File: src/acdke_pkg.sv
package acdke_pkg;

	localparam logic [7:0] SBOX [256] = '{
		8'h63,8'h7c,8'h77,8'h7b,8'hf2,8'h6b,8'h6f,8'hc5,8'h30,8'h01,8'h67,8'h2b,8'hfe,8'hd7,8'hab,8'h76,
		8'hca,8'h82,8'hc9,8'h7d,8'hfa,8'h59,8'h47,8'hf0,8'had,8'hd4,8'ha2,8'haf,8'h9c,8'ha4,8'h72,8'hc0,
		8'hb7,8'hfd,8'h93,8'h26,8'h36,8'h3f,8'hf7,8'hcc,8'h34,8'ha5,8'he5,8'hf1,8'h71,8'hd8,8'h31,8'h15,
		8'h04,8'hc7,8'h23,8'hc3,8'h18,8'h96,8'h05,8'h9a,8'h07,8'h12,8'h80,8'he2,8'heb,8'h27,8'hb2,8'h75,
		8'h09,8'h83,8'h2c,8'h1a,8'h1b,8'h6e,8'h5a,8'ha0,8'h52,8'h3b,8'hd6,8'hb3,8'h29,8'he3,8'h2f,8'h84,
		8'h53,8'hd1,8'h00,8'hed,8'h20,8'hfc,8'hb1,8'h5b,8'h6a,8'hcb,8'hbe,8'h39,8'h4a,8'h4c,8'h58,8'hcf,
		8'hd0,8'hef,8'haa,8'hfb,8'h43,8'h4d,8'h33,8'h85,8'h45,8'hf9,8'h02,8'h7f,8'h50,8'h3c,8'h9f,8'ha8,
		8'h51,8'ha3,8'h40,8'h8f,8'h92,8'h9d,8'h38,8'hf5,8'hbc,8'hb6,8'hda,8'h21,8'h10,8'hff,8'hf3,8'hd2,
		8'hcd,8'h0c,8'h13,8'hec,8'h5f,8'h97,8'h44,8'h17,8'hc4,8'ha7,8'h7e,8'h3d,8'h64,8'h5d,8'h19,8'h73,
		8'h60,8'h81,8'h4f,8'hdc,8'h22,8'h2a,8'h90,8'h88,8'h46,8'hee,8'hb8,8'h14,8'hde,8'h5e,8'h0b,8'hdb,
		8'he0,8'h32,8'h3a,8'h0a,8'h49,8'h06,8'h24,8'h5c,8'hc2,8'hd3,8'hac,8'h62,8'h91,8'h95,8'he4,8'h79,
		8'he7,8'hc8,8'h37,8'h6d,8'h8d,8'hd5,8'h4e,8'ha9,8'h6c,8'h56,8'hf4,8'hea,8'h65,8'h7a,8'hae,8'h08,
		8'hba,8'h78,8'h25,8'h2e,8'h1c,8'ha6,8'hb4,8'hc6,8'he8,8'hdd,8'h74,8'h1f,8'h4b,8'hbd,8'h8b,8'h8a,
		8'h70,8'h3e,8'hb5,8'h66,8'h48,8'h03,8'hf6,8'h0e,8'h61,8'h35,8'h57,8'hb9,8'h86,8'hc1,8'h1d,8'h9e,
		8'he1,8'hf8,8'h98,8'h11,8'h69,8'hd9,8'h8e,8'h94,8'h9b,8'h1e,8'h87,8'he9,8'hce,8'h55,8'h28,8'hdf,
		8'h8c,8'ha1,8'h89,8'h0d,8'hbf,8'he6,8'h42,8'h68,8'h41,8'h99,8'h2d,8'h0f,8'hb0,8'h54,8'hbb,8'h16
	};

	localparam logic [7:0] RCON_FIRST = 8'h01;
	localparam logic [7:0] GF_POLY    = 8'h1B;
	localparam logic [3:0] LAST_ROUND = 4'd10;
	localparam logic [3:0] MAX_REQ    = 4'd8;

	// configuration register indexes
	localparam logic CFG_KEY_LOW  = 1'b0;
	localparam logic CFG_KEY_HIGH = 1'b1;

	typedef struct packed {
		logic item_start;
		logic kx_seed;
		logic kx_new;
		logic kx_step;
		logic enc_begin;
		logic enc_step;
		logic take;
		logic set_cursor;
		logic set_rekeyed;
		logic out_load;
	} acdke_cmd_t;

	typedef struct packed {
		logic seeded;
		logic kx_last;
		logic enc_last;
		logic want_done;
		logic take_last;
		logic cursor_end;
		logic row_edge;
		logic out_free;
	} acdke_sts_t;

	function automatic logic [7:0] xtime(input logic [7:0] v);
		return {v[6:0], 1'b0} ^ (v[7] ? GF_POLY : 8'h00);
	endfunction

	function automatic logic [127:0] next_key(input logic [127:0] p, input logic [7:0] rc);
		logic [7:0] t [4];
		logic [127:0] k;
		t[0] = SBOX[p[13*8 +: 8]] ^ rc;
		t[1] = SBOX[p[14*8 +: 8]];
		t[2] = SBOX[p[15*8 +: 8]];
		t[3] = SBOX[p[12*8 +: 8]];
		for (int i = 0; i < 4; i++)
			k[i*8 +: 8] = p[i*8 +: 8] ^ t[i];
		for (int i = 4; i < 16; i++)
			k[i*8 +: 8] = p[i*8 +: 8] ^ k[(i-4)*8 +: 8];
		return k;
	endfunction

	function automatic logic [127:0] aes_round(input logic [127:0] s, input logic last);
		logic [7:0] t [16];
		logic [7:0] a0, a1, a2, a3, al;
		logic [127:0] r;
		for (int c = 0; c < 4; c++)
			for (int i = 0; i < 4; i++)
				t[i + 4*c] = SBOX[s[(i + 4*((c + i) % 4))*8 +: 8]];
		for (int c = 0; c < 4; c++) begin
			a0 = t[4*c]; a1 = t[4*c+1]; a2 = t[4*c+2]; a3 = t[4*c+3];
			al = a0 ^ a1 ^ a2 ^ a3;
			if (!last) begin
				t[4*c]   = a0 ^ al ^ xtime(a0 ^ a1);
				t[4*c+1] = a1 ^ al ^ xtime(a1 ^ a2);
				t[4*c+2] = a2 ^ al ^ xtime(a2 ^ a3);
				t[4*c+3] = a3 ^ al ^ xtime(a3 ^ a0);
			end
		end
		for (int i = 0; i < 16; i++)
			r[i*8 +: 8] = t[i];
		return r;
	endfunction

endpackage

File: src/acdke_ctrl.sv
module acdke_ctrl
	import acdke_pkg::*;
(
	input  logic       clk,
	input  logic       arst_n,
	input  logic       in_valid,
	output logic       in_ready,
	input  acdke_sts_t sts,
	output acdke_cmd_t cmd
);

	localparam logic [2:0] S_IDLE  = 3'd0;
	localparam logic [2:0] S_SEED  = 3'd1;
	localparam logic [2:0] S_KXS   = 3'd2;
	localparam logic [2:0] S_CHECK = 3'd3;
	localparam logic [2:0] S_TAKE  = 3'd4;
	localparam logic [2:0] S_ENC   = 3'd5;
	localparam logic [2:0] S_KXR   = 3'd6;
	localparam logic [2:0] S_DONE  = 3'd7;

	logic [2:0] state_q, state_d;

	assign in_ready = (state_q == S_IDLE);

	always_comb begin
		state_d = state_q;
		cmd     = '0;
		case (state_q)
			S_IDLE: begin
				if (in_valid) begin
					cmd.item_start = 1'b1;
					state_d = sts.seeded ? S_CHECK : S_SEED;
				end
			end
			S_SEED: begin
				cmd.kx_seed = 1'b1;
				state_d = S_KXS;
			end
			S_KXS: begin
				cmd.kx_step = 1'b1;
				if (sts.kx_last)
					state_d = S_CHECK;
			end
			S_CHECK: begin
				if (sts.want_done) begin
					state_d = S_DONE;
				end else if (sts.cursor_end) begin
					cmd.enc_begin   = 1'b1;
					cmd.set_rekeyed = 1'b1;
					state_d = S_ENC;
				end else begin
					state_d = S_TAKE;
				end
			end
			S_TAKE: begin
				cmd.take = 1'b1;
				if (sts.take_last)
					state_d = S_DONE;
				else if (sts.row_edge)
					state_d = S_CHECK;
			end
			S_ENC: begin
				cmd.enc_step = 1'b1;
				if (sts.enc_last)
					state_d = S_KXR;
			end
			S_KXR: begin
				// new key was loaded on the last refill cycle; ten expansion steps follow
				cmd.kx_step = 1'b1;
				if (sts.kx_last) begin
					cmd.set_cursor = 1'b1;
					state_d = S_CHECK;
				end
			end
			S_DONE: begin
				if (sts.out_free) begin
					cmd.out_load = 1'b1;
					state_d = S_IDLE;
				end
			end
			default: state_d = S_IDLE;
		endcase
		if (state_q == S_ENC && sts.enc_last)
			cmd.kx_new = 1'b1;
	end

	always_ff @(posedge clk or negedge arst_n) begin
		if (!arst_n)
			state_q <= S_IDLE;
		else
			state_q <= state_d;
	end

`ifndef SYNTHESIS
	a_take_not_empty: assert property (@(posedge clk) disable iff (!arst_n)
		state_q == S_TAKE |-> !sts.cursor_end) else $error("byte taken from empty buffer");
	a_take_needs_want: assert property (@(posedge clk) disable iff (!arst_n)
		state_q == S_TAKE |-> !sts.want_done) else $error("byte taken beyond request");
	a_enc_to_kx: assert property (@(posedge clk) disable iff (!arst_n)
		state_q == S_ENC && sts.enc_last |=> state_q == S_KXR) else $error("refill end lost");
`endif

endmodule

File: config.mk
export PLATFORM = sky130hd
export DESIGN_NAME = acdke_ctrl
export DESIGN_NICKNAME = d
export VERILOG_FILES = /design/src/acdke_pkg.sv /design/src/acdke_ctrl.sv
export SDC_FILE = /design/constraint.sdc
export NUM_CORES = 1
export LEC_CHECK = 0
export BUFFER_PORTS_ARGS = -buffer_cell sky130_fd_sc_hd__clkbuf_2
export CAP_MARGIN = 10
export CORE_AREA = 2 2 39 41
export DETAILED_ROUTE_END_ITERATION = 8
export DIE_AREA = 0 0 41 43
export PLACE_DENSITY = 0.62
export SETUP_SLACK_MARGIN = 0.4
export SLEW_MARGIN = 20
export SYNTH_ARGS = -nofsm -noshare
export SYNTH_HDL_FRONTEND = slang
export SYNTH_SLANG_ARGS = --single-unit
export TNS_END_PERCENT = 1
File: constraint.sdc
create_clock -name clk -period 2.4 [get_ports clk]
set_input_delay 0.12 -clock clk [delete_from_list [all_inputs] [get_ports clk]]
set_output_delay 0.12 -clock clk [all_outputs]
set_load 0.02 [all_outputs]
Word-level counts from Yosys, hierarchy flattened --
Cells that the tools add are included.
Cells by class: eq/ne operators 12, mux-type cells 24, reductions and logical operators 4
Operators by type and width (number):
- $mux W3 | 7
- $pmux W3 S7 | 1
- $mux W1 | 15
- $eq A3 B3 Y1 const B | 4
- $eq A3 B2 Y1 const B | 2
- $ne A2 B2 Y1 const B | 3
- $reduce_and A5 Y1 | 1
- $eq A3 B1 Y1 const B | 1
- $logic_not A3 Y1 | 1
- $ne A3 B3 Y1 const B | 1
- $mux W2 | 1
- $ne A2 B1 Y1 const B | 1
- $reduce_or A2 Y1 | 1
- $logic_and A1 B1 Y1 | 1
Storage, ports and cells: register bits after elaboration 3, input bits 11, output and inout bits 11, word-level logic and storage cells 41

Depth between registers and ports, before layout --
depth in word-level cells 4, mapped depth 5, gate-level depth less buffers 4

Worst setup path before layout --
No wires, ideal clock.
path type flip-flop to output port, from register state_q[1], to output port cmd[5] (netlist bit), arrival time 1.742 ns, required time 2.280 ns, setup slack 0.538 ns, stages on the path, launching flop included 5, buffers on the path 2, cells stage by stage dfrtp_1 > buf_2 > nand2_1 > nor4b_1 > buf_4
RTL lines:
- start, declared | line acdke_ctrl.sv:21 | logic [2:0] state_q, state_d;
- start signal, assigned | line acdke_ctrl.sv:91 | state_q <= state_d;
- end, declared | line acdke_ctrl.sv:9 | output acdke_cmd_t cmd

Final worst setup path --
from register state_q[1], to register state_q[1]
On the way: word-level cells in the longest chain between the ends 4, elaborated cells between the ends (all ways) 16, classes of those cells eq/ne (12); mux (1); reduce/logical (3)
Ends and longest elaborated chain:
- $eq A3 B3 Y1 or $eq A3 B2 Y1 (tied branches) | line acdke_ctrl.sv:28 | case (state_q)
- $reduce_or A2 Y1 (no line)
- $ne A2 B1 Y1 (no line)
- $reduce_and A5 Y1 (no line)
Parallel ways exist; a longest one is shown, timed or not. A chain may end at the register's enable or synchronous reset.

==> impl_metrics.csv <==
group,metric,value,unit
power_and_ir_drop,power_density,1220,nW/um2
clock_network,post_cts_resized,0,
detailed_routing,post_drt_wl_per_cell,10.4,um
die,die_area,1760,um2
timing,fin_crit,1.75,ns
grt,grt_pass1_wl,1190,um
grt,grt-ovfl-total,0,
synth,yosysWarnings,0,
detailed_routing,drt_iter0_drc,6,
detailed_routing,ant_nets,0,
final_layout,drive_gt1_share,46.6,%
worst_setup_path,worstReg2RegStart,"state_q[1]",
grt,grt_max_degree,14,
final_layout,nNetsFinal,70,
grt,grt_pass1_vias,298,
power_and_ir_drop,peakVddDrop,388,uV
timing,finalSetupTns,0,ns
synth,ys_types,24,
worst_setup_path,regToRegSetupSlack,0.65,ns
timing,fin_hold_ws,0.201,ns
clock_network,cts_buffer_depth,2,
place,gp_congestion,0.735,
synth,postSynthCellCount,36,
clock_network,cts_setup_buffers,0,
final_layout,largest_reg_flops,3,
final_layout,fill_cells,160,
grt,antenna_found_initial,0,
timing,tightestPinTransition,0.350,ns
timing,rsz0062_at_grt,"false",
synth,ys_seq_elements,3,
die,fp.coreArea,1380,um2
worst_setup_path,critPathArrivalTime,1.87,ns
power_and_ir_drop,leakage,0.219,nW
die,num_io_pins,22,
die,initial_core_util,21.7,%
detailed_routing,vias,344,
place,io_buffers,21,
place,place_hpwl,586,um
clock_network,htree_levels,1,
grt,gr-usage-all-layers,10.6,%
worst_setup_path,r2r_cells,4,
clock_network,hold_buffers,1,
worst_setup_path,r2r_end,"state_q[1]",
synth,synthesis.area,300,um2
clock_network,cts_root_buf,"clkbuf_4",
die,rows,14,
worst_setup_path,startpoint_type,"flop",
detailed_routing,viasPerCell,4.65,
clock_network,cts_buffers,3,
final_layout,diodes,0,
detailed_routing,dr.pass1.iters,4,
final_layout,largestRegisters,"state_q (3)",
worst_setup_path,cp_max_fo,13,
die,die_x,41,um
timing,finalCritPeriodShare,72.7,%
timing,finClkSkew,0.00620,ns
run_status,status,"completed",
timing,slew_headroom,76.3,%
worst_hold_path,hp-class,"primary input to asynchronous set/reset pin",
clock_network,path_clk_slew,0.04,ns
detailed_routing,remaining_drc_errors,0,
final_layout,area_delta_synth_final,44.2,%
synth,syn_avg_cell_area,8.34,um2
worst_setup_path,crit_path_end_kind,"flop",
worst_setup_path,worstSetupPathType,"flop to flop",
timing,hold_violations,0,
timing,fmax,573,MHz
synth,synth_nets,47,
timing,drv_slew,0,
detailed_routing,routed_wl,767,um
timing,setup_viol,0,
clock_network,clk_latency,0.25,ns
die,die_h,43,um
job,maxCapViolations,0,
final_layout,regMostFlops,"state_q",
clock_network,cts_tree,"built",
worst_setup_path,crit_required,2.53,ns
clock_network,cts_sinks,3,
synth,synth-seq-area-share,25.0,%
-- layer usage --
metal,global-route usage [%],vias up,part of all wire (%)
met5,0,-,0
met4,12.0,0,3.8
met3,3.14,3,8.3
met2,13.1,20,46
met1,12.7,147,42
li1,-,174,-
-- kinds of logic (layout without fill, tap and decap cells) --
kind of cell | after synthesis | after routing | synth area share (%)
muxes | 3 | 3 | 10.8
DFF | 3 | 3 | 25.0
and+or+nand+nor | 17 | 17 | 34.2
AOI/OAI and AO/OA | 7 | 7 | 17.9
buffers and inverters | 6 | 28 | 12.1
-- through the flow --
stage / utilization (%) / total power [mW] / instances / worst slack [ns] / area (um2)
after global placement: 28.7 / 0.431 / 69 / 0.684 / 397
after detailed placement: 28.7 / 0.432 / 69 / 0.653 / 397
after CTS: 31.3 / 0.530 / 74 / 0.650 / 433
final: 31.3 / 0.526 / 74 / 0.655 / 433
after global routing: 31.3 / 0.569 / 74 / 0.555 / 433
after floorplan: - / 0.379 / 36 / 0.538 / 300
-- final cells by class --
cell class / count / area [um2] / area share [%]
multi-input combinational: 27 / 189 / 43.6
timing repair buffer: 22 / 115 / 26.6
sequential: 3 / 75.1 / 17.3
clock buffer: 4 / 26.3 / 6.07
tap: 16 / 20.0 / 4.62
inverter: 2 / 7.51 / 1.73
-- worst max-delay path by stage --
stage / startpoint / to / slack [ns]
6_report: state_q[1] / state_q[1] / 0.65
5_1_grt: state_q[1] / state_q[0] / 0.55
3_5_place_dp: state_q[1] / state_q[1] / 0.65
2_1_floorplan: state_q[1] / cmd[5] / 0.54
4_1_cts: state_q[1] / state_q[1] / 0.65
3_3_place_gp: state_q[1] / state_q[0] / 0.68
-- critical path, cell delays in order (launching register included) --
cell	delay, ns
dfrtp_1	0.49
or4b_1	0.58
a21oi_2	0.15
a311oi_2	0.07
mux2_1	0.34
-- Yosys cell counts --
master,n,area [um2]
o211ai_1,1,7.51
nor4_1,1,6.26
and3_2,1,7.51
buf_4,1,7.51
and2_1,2,12.5
nor3b_1,2,15.0
inv_1,2,7.51
a21oi_1,2,10.0
nor2b_1,1,6.26
dfrtp_1,3,75.1
nor4b_1,1,8.76
buf_2,2,10.0
a22oi_1,1,7.51
mux2i_1,1,10.0
nor3_1,2,10.0
a21oi_2,1,8.76
nand2_1,4,15.0
o21ai_0,1,5.00
mux2_1,2,22.5
buf_6,1,11.3
nor2_1,1,3.75
a311oi_2,1,15.0
or2b_1,1,7.51
or4b_1,1,10.0
-- power breakdown --
part	switching (mW)	total (mW)	internal [mW]	leakage, nW
clock network	0.0327	0.0954	0.0627	0.0150
logic	0.158	0.282	0.124	0.170
registers	0.0719	0.149	0.0770	0.0338
-- cells in the final DEF (no fill, tap or decap), drive strengths merged, types with 2 or more instances in the layout --
cell type | Yosys | final
a21oi | 3 | 3
inv | 2 | 2
nor3 | 2 | 2
nand2 | 4 | 4
dfrtp | 3 | 3
clkbuf | 0 | 25
nor3b | 2 | 2
mux2 | 2 | 2
and2 | 2 | 2
Note: power is estimated with default switching activity, not from simulation.
